--- config.mk ---
export PLATFORM = sky130hd
export DESIGN_NAME = sorted_key_table_top
export DESIGN_NICKNAME = d
export VERILOG_FILES = /design/src/skt_pkg.sv /design/src/skt_cell.sv /design/src/sorted_key_table_top.sv
export SDC_FILE = /design/constraint.sdc
export NUM_CORES = 2
export LEC_CHECK = 0
export BUFFER_PORTS_ARGS = -buffer_cell sky130_fd_sc_hd__buf_2
export CAP_MARGIN = 20
export CORE_ASPECT_RATIO = 0.75
export CORE_MARGIN = 2
export CORE_UTILIZATION = 53
export CTS_CLUSTER_DIAMETER = 150
export DETAILED_ROUTE_END_ITERATION = 16
export GPL_TIMING_DRIVEN = 0
export PLACE_DENSITY = 0.73
export RECOVER_POWER = 50
export SETUP_SLACK_MARGIN = 0.05
export SYNTH_ARGS = -nofsm -noshare
export SYNTH_HDL_FRONTEND = slang
export SYNTH_SLANG_ARGS = --single-unit
--- constraint.sdc ---
create_clock -name clk_i -period 4.6 [get_ports clk_i]
set_input_delay 0.69 -clock clk_i [delete_from_list [all_inputs] [get_ports clk_i]]
set_output_delay 0.69 -clock clk_i [all_outputs]
set_load 0.05 [all_outputs]
--- src/skt_pkg.sv ---
package skt_pkg;

  localparam int unsigned OP_BITS     = 2;
  localparam int unsigned HANDLE_BITS = 5;
  localparam int unsigned STATUS_BITS = 2;

  typedef enum logic [OP_BITS-1:0] {
    OP_INSERT = 2'd0,
    OP_DELETE = 2'd1,
    OP_LOOKUP = 2'd2
  } op_e;

  typedef enum logic [STATUS_BITS-1:0] {
    STATUS_OK        = 2'd0,
    STATUS_FULL      = 2'd1,
    STATUS_NOT_FOUND = 2'd2
  } status_e;

  typedef enum logic [1:0] {
    ST_IDLE,
    ST_CMP,
    ST_EXEC
  } state_e;

  // command broadcast to every cell
  typedef struct packed {
    logic cmp;  // capture compare flags
    logic ins;  // open a slot at the boundary
    logic del;  // close the slot at the boundary
  } cell_cmd_t;

endpackage

--- src/skt_cell.sv ---
module skt_cell #(
  parameter int unsigned KEY_BITS = 18
) (
  input  logic                            clk_i,
  input  skt_pkg::cell_cmd_t              cmd_i,
  input  logic                            valid_i,
  input  logic [KEY_BITS-1:0]             key_i,
  input  logic [skt_pkg::HANDLE_BITS-1:0] handle_i,
  input  logic [KEY_BITS-1:0]             left_key_i,
  input  logic [skt_pkg::HANDLE_BITS-1:0] left_handle_i,
  input  logic                            left_lt_i,
  input  logic [KEY_BITS-1:0]             right_key_i,
  input  logic [skt_pkg::HANDLE_BITS-1:0] right_handle_i,
  output logic [KEY_BITS-1:0]             key_o,
  output logic [skt_pkg::HANDLE_BITS-1:0] handle_o,
  output logic                            lt_o,
  output logic                            bound_o,
  output logic                            hit_o
);
  import skt_pkg::*;

  logic [KEY_BITS-1:0]    key_q;
  logic [HANDLE_BITS-1:0] handle_q;
  logic                   lt_q;
  logic                   eq_q;

  // first cell at or above the key, its left neighbor is below it
  assign bound_o  = !lt_q && left_lt_i;
  assign hit_o    = bound_o && eq_q;
  assign lt_o     = lt_q;
  assign key_o    = key_q;
  assign handle_o = handle_q;

  always_ff @(posedge clk_i) begin
    if (cmd_i.cmp) begin
      lt_q <= valid_i && (key_q < key_i);
      eq_q <= valid_i && (key_q == key_i);
    end
    if (cmd_i.ins) begin
      if (bound_o) begin
        key_q    <= key_i;
        handle_q <= handle_i;
      end else if (!lt_q) begin
        key_q    <= left_key_i;
        handle_q <= left_handle_i;
      end
    end else if (cmd_i.del) begin
      if (!lt_q) begin
        key_q    <= right_key_i;
        handle_q <= right_handle_i;
      end
    end
  end

endmodule

--- src/sorted_key_table_top.sv ---
// sorted key table: up to DEPTH (key, handle) entries kept in ascending key order
// in a row of cells, each cell holding one entry and trading it with its neighbors
// input channel (in_valid_i / in_ready_o): op_i, key_i, handle_i; insert, delete or
//   lookup, code three acts as a lookup
// output channel (out_valid_o / out_ready_i): found_o, handle_out_o, position_o,
//   entry_total_o, status_o; one result transaction per input transaction
// an item is taken in idle, every cell compares its key against it in the next
//   cycle, and in the cycle after that the boundary cell is located; once the
//   output register is free the result is registered and the row shifts by one
//   slot for insert or delete; the next item is taken only after the previous one
//   has finished this accept / compare / shift sequence
// position is the lower bound: the first cell whose key is not less than key_i
// a finished result waits in the output register while the next item is taken
//   and compared; the shift step holds until the output register is free
// reset clears the entry count and the handshake state; cell contents are only
//   meaningful below the entry count and need no clearing
module sorted_key_table_top #(
  parameter int unsigned DEPTH    = 32,
  parameter int unsigned KEY_BITS = 18
) (
  input  logic                                clk_i,
  input  logic                                rst_ni,
  input  logic                                in_valid_i,
  output logic                                in_ready_o,
  input  logic [skt_pkg::OP_BITS-1:0]         op_i,
  input  logic [KEY_BITS-1:0]                 key_i,
  input  logic [skt_pkg::HANDLE_BITS-1:0]     handle_i,
  output logic                                out_valid_o,
  input  logic                                out_ready_i,
  output logic                                found_o,
  output logic [skt_pkg::HANDLE_BITS-1:0]     handle_out_o,
  output logic [$clog2(DEPTH+1)-1:0]          position_o,
  output logic [$clog2(DEPTH+1)-1:0]          entry_total_o,
  output logic [skt_pkg::STATUS_BITS-1:0]     status_o
);
  import skt_pkg::*;

  localparam int unsigned CW = $clog2(DEPTH + 1);

  state_e state_q, state_d;

  // latched transaction
  logic [OP_BITS-1:0]     op_q;
  logic [KEY_BITS-1:0]    key_q;
  logic [HANDLE_BITS-1:0] handle_q;

  logic [CW-1:0] count_q, count_d;

  // output register
  logic                   out_valid_q;
  logic                   found_q;
  logic [HANDLE_BITS-1:0] hout_q;
  logic [CW-1:0]          pos_q;
  logic [CW-1:0]          total_q;
  logic [STATUS_BITS-1:0] status_q;

  logic      in_fire;
  logic      exec_fire;
  cell_cmd_t cmd;

  // per-cell buses
  logic [DEPTH-1:0][KEY_BITS-1:0]    cell_key;
  logic [DEPTH-1:0][HANDLE_BITS-1:0] cell_handle;
  logic [DEPTH-1:0]                  cell_lt;
  logic [DEPTH-1:0]                  cell_bound;
  logic [DEPTH-1:0]                  cell_hit;
  logic [DEPTH-1:0]                  cell_valid;

  // reduced results
  logic                   hit_any;
  logic                   bound_any;
  logic [HANDLE_BITS-1:0] hit_handle;
  logic [CW-1:0]          bound_pos;
  logic [CW-1:0]          lower_pos;
  logic                   full;
  logic                   is_insert;
  logic                   is_delete;

  assign in_fire   = in_valid_i && in_ready_o;
  assign full      = (count_q == CW'(DEPTH));
  assign is_insert = (op_q == OP_INSERT);
  assign is_delete = (op_q == OP_DELETE);

  // row of cells, each sees its left and right neighbor
  for (genvar g = 0; g < DEPTH; g++) begin : g_cell
    logic [KEY_BITS-1:0]    lkey, rkey;
    logic [HANDLE_BITS-1:0] lhandle, rhandle;
    logic                   llt;

    assign cell_valid[g] = (CW'(g) < count_q);

    if (g == 0) begin : g_first
      assign lkey    = cell_key[g];
      assign lhandle = cell_handle[g];
      assign llt     = 1'b1;
    end else begin : g_mid
      assign lkey    = cell_key[g-1];
      assign lhandle = cell_handle[g-1];
      assign llt     = cell_lt[g-1];
    end

    if (g == DEPTH - 1) begin : g_last
      assign rkey    = cell_key[g];
      assign rhandle = cell_handle[g];
    end else begin : g_inner
      assign rkey    = cell_key[g+1];
      assign rhandle = cell_handle[g+1];
    end

    skt_cell #(
      .KEY_BITS(KEY_BITS)
    ) u_cell (
      .clk_i         (clk_i),
      .cmd_i         (cmd),
      .valid_i       (cell_valid[g]),
      .key_i         (key_q),
      .handle_i      (handle_q),
      .left_key_i    (lkey),
      .left_handle_i (lhandle),
      .left_lt_i     (llt),
      .right_key_i   (rkey),
      .right_handle_i(rhandle),
      .key_o         (cell_key[g]),
      .handle_o      (cell_handle[g]),
      .lt_o          (cell_lt[g]),
      .bound_o       (cell_bound[g]),
      .hit_o         (cell_hit[g])
    );
  end

  // at most one boundary cell, so plain or-reductions pick its data
  always_comb begin
    hit_handle = '0;
    bound_pos  = '0;
    for (int i = 0; i < DEPTH; i++) begin
      if (cell_hit[i]) hit_handle = hit_handle | cell_handle[i];
      if (cell_bound[i]) bound_pos = bound_pos | CW'(i);
    end
  end

  assign hit_any   = |cell_hit;
  assign bound_any = |cell_bound;
  // every held key below the new one: lower bound is the end of a full row
  assign lower_pos = bound_any ? bound_pos : CW'(DEPTH);

  // next state
  always_comb begin
    state_d = state_q;
    case (state_q)
      ST_IDLE: if (in_fire) state_d = ST_CMP;
      ST_CMP:  state_d = ST_EXEC;
      ST_EXEC: if (exec_fire) state_d = ST_IDLE;
      default: state_d = ST_IDLE;
    endcase
  end

  // control outputs
  always_comb begin
    in_ready_o = 1'b0;
    exec_fire  = 1'b0;
    cmd        = '0;
    case (state_q)
      ST_IDLE: in_ready_o = 1'b1;
      ST_CMP:  cmd.cmp = 1'b1;
      ST_EXEC: begin
        exec_fire = !out_valid_q || out_ready_i;
        cmd.ins   = exec_fire && is_insert && !full;
        cmd.del   = exec_fire && is_delete && hit_any;
      end
      default: ;
    endcase
  end

  always_comb begin
    count_d = count_q;
    if (cmd.ins) count_d = count_q + CW'(1);
    else if (cmd.del) count_d = count_q - CW'(1);
  end

  always_ff @(posedge clk_i or negedge rst_ni) begin
    if (!rst_ni) begin
      state_q     <= ST_IDLE;
      count_q     <= '0;
      out_valid_q <= 1'b0;
    end else begin
      state_q <= state_d;
      count_q <= count_d;
      if (exec_fire) out_valid_q <= 1'b1;
      else if (out_ready_i) out_valid_q <= 1'b0;
    end
  end

  always_ff @(posedge clk_i) begin
    if (in_fire) begin
      op_q     <= op_i;
      key_q    <= key_i;
      handle_q <= handle_i;
    end
    if (exec_fire) begin
      pos_q   <= lower_pos;
      total_q <= count_d;
      if (is_insert) begin
        found_q  <= 1'b0;
        hout_q   <= '0;
        status_q <= full ? STATUS_FULL : STATUS_OK;
      end else begin
        // delete, lookup and the unused code all report the match
        found_q  <= hit_any;
        hout_q   <= hit_handle;
        status_q <= hit_any ? STATUS_OK : STATUS_NOT_FOUND;
      end
    end
  end

  assign out_valid_o   = out_valid_q;
  assign found_o       = found_q;
  assign handle_out_o  = hout_q;
  assign position_o    = pos_q;
  assign entry_total_o = total_q;
  assign status_o      = status_q;

endmodule
Word-level counts from Yosys, hierarchy flattened
Cells that the tools add are included.
- input bits: 29
- output and inout port bits: 22
- logic and storage cells: 1316
- flip-flop bits (word level): 854
- $add $sub $neg: 2
- bitwise gates (word level): 32
- equality and inequality tests: 99
- muxes and demuxes: 774
- order comparisons: 64
- reduce and logical (&&, ||, !) cells: 206
- operators with widths (cell ; count):
    $mux W18 ; 344
    $mux W5 ; 394
    $eq A18 B18 Y1 ; 32
    $lt A18 B18 Y1 ; 32
    $or A5 B5 Y5 ; 31
    $logic_and A1 B1 Y1 ; 132
    $lt A5 B6 Y1 const A ; 16
    $reduce_and A3 Y1 ; 30
    $ne A2 B2 Y1 const B ; 32
    $reduce_or A32 Y1 ; 2
    $ne A2 B1 Y1 const B ; 31
    $lt A4 B6 Y1 const A ; 8
    $logic_not A1 Y1 ; 34
    $mux W4 ; 8
    $lt A3 B6 Y1 const A ; 4
    $mux W2 ; 10
    $mux W6 ; 3
    $lt A1 B6 Y1 const A ; 2
    $lt A2 B6 Y1 const A ; 2
    $mux W3 ; 4
    $mux W1 ; 10
    $add A6 B1 Y6 const B ; 1
    $eq A6 B6 Y1 const B ; 1
    $pmux W2 S3 ; 1
    other kinds (8) ; 13

Logic depth before layout (Yosys ltp)
- word-level depth: 67
- mapped depth: 11
- mapped depth without buffers: 8

Cells and area by module
A second synthesis with hierarchy kept.
- cells, all modules: 5742
- area total of the unflattened synthesis: 57476.4 µm²
- modules (own cells, without submodules) (module ; sequential area each (µm²) ; times used ; cells an instance ; area each (µm²)):
    skt_cell ; 750.7 ; 32 ; 170 ; 1694.1
    sorted_key_table_top ; 1576.5 ; 1 ; 302 ; 3264.4

Worst setup path before layout
No wires, ideal clock.
- path kind: input-to-reg
- from: in out_ready_i
- to: reg g_cell[31].u_cell.handle_q[0], enable pin
- stages on the path: 8
- data arrival time: 3.860 ns
- slack: 0.337 ns
- library setup time: 0.403 ns
- data required time: 4.197 ns
- buffers on the path: 4
- cells stage by stage: nand2b_1 nor2b_1 nand3_1 buf_2 clkbuf_1 clkbuf_1 clkbuf_1 nor2_1
- cells in the longest elaborated chain, start to end: 5
- RTL lines (item ; line ; RTL):
    start: declaration ; sorted_key_table_top.sv:29 ; input logic out_ready_i,
    $logic_or A1 B1 Y1 ; sorted_key_table_top.sv:166 ; exec_fire = !out_valid_q || out_ready_i;
    $logic_and A1 B1 Y1 (2 in series) ; sorted_key_table_top.sv:167 ; cmd.ins = exec_fire && is_insert && !full;
    $mux W2 ; sorted_key_table_top.sv:162 ; case (state_q)
    $reduce_and A2 Y1 (no source line) ; - ;
    end signal: assignment ; skt_cell.sv:42 ; handle_q <= handle_i;
    end signal: assignment ; skt_cell.sv:45 ; handle_q <= left_handle_i;
    end signal: assignment ; skt_cell.sv:50 ; handle_q <= right_handle_i;
    end: declaration ; skt_cell.sv:23 ; logic [HANDLE_BITS-1:0] handle_q;
Every way passes these cells.
A chain may end at the register's enable or synchronous reset.

Worst setup path after layout
- from: reg g_cell[9].u_cell.lt_q
- to: reg g_cell[25].u_cell.key_q[0], enable pin
- cells in the longest elaborated chain, start to end: 8
- elaborated cells between the ends (all ways): 10
- those cells by class: mux: 1; reduce/logical: 9
- RTL lines (item ; line ; RTL):
    start: declaration ; skt_cell.sv:24 ; logic lt_q;
    start signal: assignment ; skt_cell.sv:36 ; lt_q <= valid_i && (key_q < key_i);
    $logic_not A1 Y1 ; - ;
    $logic_and A1 B1 Y1 ; skt_cell.sv:28 ; assign bound_o = !lt_q && left_lt_i;
    $logic_and A1 B1 Y1 ; skt_cell.sv:29 ; assign hit_o = bound_o && eq_q;
    $reduce_or A32 Y1 * ; sorted_key_table_top.sv:141 ; assign hit_any = |cell_hit;
    $logic_and A1 B1 Y1 * ; sorted_key_table_top.sv:168 ; cmd.del = exec_fire && is_delete && hit_any;
    $mux W2 * ; sorted_key_table_top.sv:162 ;
    $reduce_bool A2 Y1 (no source line) * ; - ;
    $reduce_and A3 Y1 (no source line) * ; - ;
    end signal: assignment ; skt_cell.sv:41 ; key_q <= key_i;
    end signal: assignment ; skt_cell.sv:44 ; key_q <= left_key_i;
    end signal: assignment ; skt_cell.sv:49 ; key_q <= right_key_i;
    end: declaration ; skt_cell.sv:22 ; logic [KEY_BITS-1:0] key_q;
Every way passes the cells marked *; elsewhere a longest branch is shown, timed or not.

==> results.ini <==
[status]
outcome = complete, but fails checks
failed_checks = max-capacitance violations, max-slew violations

[timing]
fin_crit_sh = 0.995
hold_viol_final = 0
rsz0062_at_grt = no
final-max-slew-violation-count = 514
setup_violations = 0
setup_tns_ns = 0
fin_ws_ns = 0.0236
fmax_mhz = 219
slew_headroom = -0.581
tightest_slew_ns = 2.37
fin_worst_skew_ns = 0.0255
period_minus_slack_ns = 4.58

[pwr]
peakVddDrop_uv = 328
power-per-cell-area_mw_per_mm2 = 455
p_leak_uw = 0.0258
design_power_total_uw = 27600

[cts]
postCtsSetupBuffers = 0
cts_buffer_depth = 3
clkLatencyLatePin_ns = 0.71
cts_tree = yes
cts_root_buf = clkbuf_16
clock_sinks = 854
numCtsBuffers = 89
cts.clk_slew.worst_paths_ns = 0.06
h-tree-depth = 3

[die]
die_y_um = 282
boundaryPins = 51
start_util = 0.533
die_width_um = 375
rows = 102
die_area_mm2 = 0.106
fp.coreArea_mm2 = 0.103

[worst_setup_path]
cp_max_fo = 21
crit_slowest_cell = or4_1
crit_family = simple AND/OR/NAND/NOR gates
cp-end-kind = flop
critical_path.max_stage_delay_ns = 0.78
critPathKind = flop to flop
critPathRequiredTime_ns = 4.95
worstSetupStartpointType = flop
critPathBufInv = 4
cp.arrival_ns = 4.93
worstPathCellList = and3b_1, clkbuf_1, or4_1, or4_1, or2_1, clkbuf_1, a21oi_4, buf_6, nor2_1, clkbuf_2

[final_layout]
drive_gt1_frac = 0.0469
nets = 6500
area_growth_pct = 10.9
fillCellCount = 8783

[synth]
syn_area_mm2 = 0.0547
ys.flop_type = edfxtp_1
synthTopCellsByArea = edfxtp_1, ha_1, o21ai_0
synth.top_cell.area_share = 0.464
synth_area_leader_cell = edfxtp_1
yosysSeqAreaShare = 0.468
synth_most_common_cell = edfxtp_1
synth-edff-count = 845
ys_ff_latch = 854
syn_inst = 5686
syn-num-nets = 6294
synthArstFlopShare = 0.0105
synthTopCellsByCount = edfxtp_1, nand2_1, o21ai_0
synth_cell_types = 58
yosysWarnings = 0
syn_area_per_cell_um2 = 9.62

[global_routing]
grt_pass1_wl_um = 330000
grt_pass1_vias = 46213
antenna_found_initial = 10
gr-total-overflow = 0
grt.total_usage = 0.436
grt_max_degree = 42

[detailed_routing]
drt_first_pass_iters = 7
ant_nets = 0
routed_wl_um = 235000
drc = 0
vias = 50377
first_iter_violations = 8892
viasPerCell = 6.88
wire_per_inst_um = 32.0

[placement]
gp_congestion = 1.07
hpwl_um = 182000
port_buffers = 50
preCtsSetupSlack_ns = -1.67

[job]
maxCapViolations = 18

[hold_path]
hp-class = input pin to flop

## placed cells by master, fill, tap and decap left out, drive strengths merged, types with 5 or more instances in the layout
master,instances
or3,14
clkbuf,545
nand4,142
nor2,606
nor3,15
or4,10
xnor2,5
and3b,32
nand3,22
a31oi,28
a221oi,25
inv,88
o21ai,736
dfrtp,9
buf,103
a2111oi,6
nand2b,32
mux2,6
ha,579
edfxtp,845
diode,5
a21o,211
nor4,19
and4,11
or2,9
a22o,24
mux2i,224
a22oi,27
o221a,10
nor2b,29
a21oi,599
clkinv,36
nand2,803
o211ai,18
bufinv,11
a211oi,50
## per-layer routing
metal,GRT usage,share of wire,up-vias
met4,0.161,0.042,4
met2,0.559,0.37,4413
met3,0.169,0.18,523
li1,-,-,21366
met5,0,0.000090,-
met1,0.650,0.41,24071
## state kept, by name, summed over array words and instances (netlist names)
register / flops
position_o: 6
entry_total_o: 6
state_q: 2
found_o: 1
handle_out_o: 5
g_cell.u_cell.lt_o: 32
g_cell.u_cell.eq_q: 32
handle_q: 5
g_cell.u_cell.key_o: 576
op_q: 2
count_q: 6
status_o: 2
out_valid_o: 1
key_q: 18
g_cell.u_cell.handle_o: 160
## repair_timing
| action | CTS | global route |
|---|---|---|
| pin swaps | 0 | 0 |
| setup endpoints to repair | 742 | 78 |
| hold buffers | 1 | 0 |
| hold endpoints to repair | 9 | 0 |
| resized for setup | 17 | 10 |
## power breakdown
group | switching [uW] | leakage [uW] | internal, uW | total [uW]
clock | 3420 | 0.00144 | 4280 | 7700
sequential | 886 | 0.00779 | 9610 | 10500
combinational | 6650 | 0.0166 | 2790 | 9440
## through the flow
| stage | cell area [um2] | instances | util | hold WS [ns] |
|---|---|---|---|---|
| final | 60700 | 7324 | 0.591 | 0.155 |
| after floorplan | 54700 | 5686 | - | 0.394 |
| after global routing | 60700 | 7319 | 0.591 | 0.155 |
| after detailed placement | 57700 | 7139 | 0.562 | 0.513 |
| after global placement | 56700 | 7088 | 0.551 | 0.506 |
| after CTS | 60700 | 7306 | 0.591 | 0.130 |
## final timing paths
path	startpoint	endpoint	slack, ns	cells after the start
worst max-delay path	g_cell[9].u_cell.lt_o	g_cell[25].u_cell.key_o[0]	0.02	10
worst min-delay path	key_i[11]	key_q[11]	0.16	1
worst max register to register	g_cell[9].u_cell.lt_o	g_cell[25].u_cell.key_o[0]	0.02	10
worst min register to register	out_valid_o	out_valid_o	0.53	2
max in group asynchronous	rst_ni	count_q[1]	3.75	2
min in group asynchronous	rst_ni	count_q[0]	0.47	2
## cell type report
| type | instances | area, um2 | share of cell area |
|---|---|---|---|
| well taps | 1352 | 1690 | 0.0279 |
| diodes | 5 | 12.5 | 0.000206 |
| plain buffers | 420 | 1650 | 0.0272 |
| flip-flops and latches | 854 | 25600 | 0.422 |
| clock inverters | 52 | 571 | 0.00940 |
| repair buffers | 115 | 1320 | 0.0218 |
| inverters | 85 | 319 | 0.00526 |
| multi-input cells | 4327 | 27100 | 0.447 |
| clock buffers | 114 | 2370 | 0.0391 |
## cell families (layout without fill, tap and decap cells)
logic type               after synthesis  after routing  synth area share
AND/OR/NAND/NOR                     1758           1758             0.140
AO/OA/AOI/OAI                       1755           1755             0.182
flip-flops                           854            854             0.468
adder cells (fa/ha/maj)              579            579             0.132
buffers and inverters                505            786            0.0354
multiplexers                         230            230            0.0422
XOR/XNOR                               5              5          0.000800
other                                  0              5                 0
No activity file was read; power rests on OpenSTA's default activity.
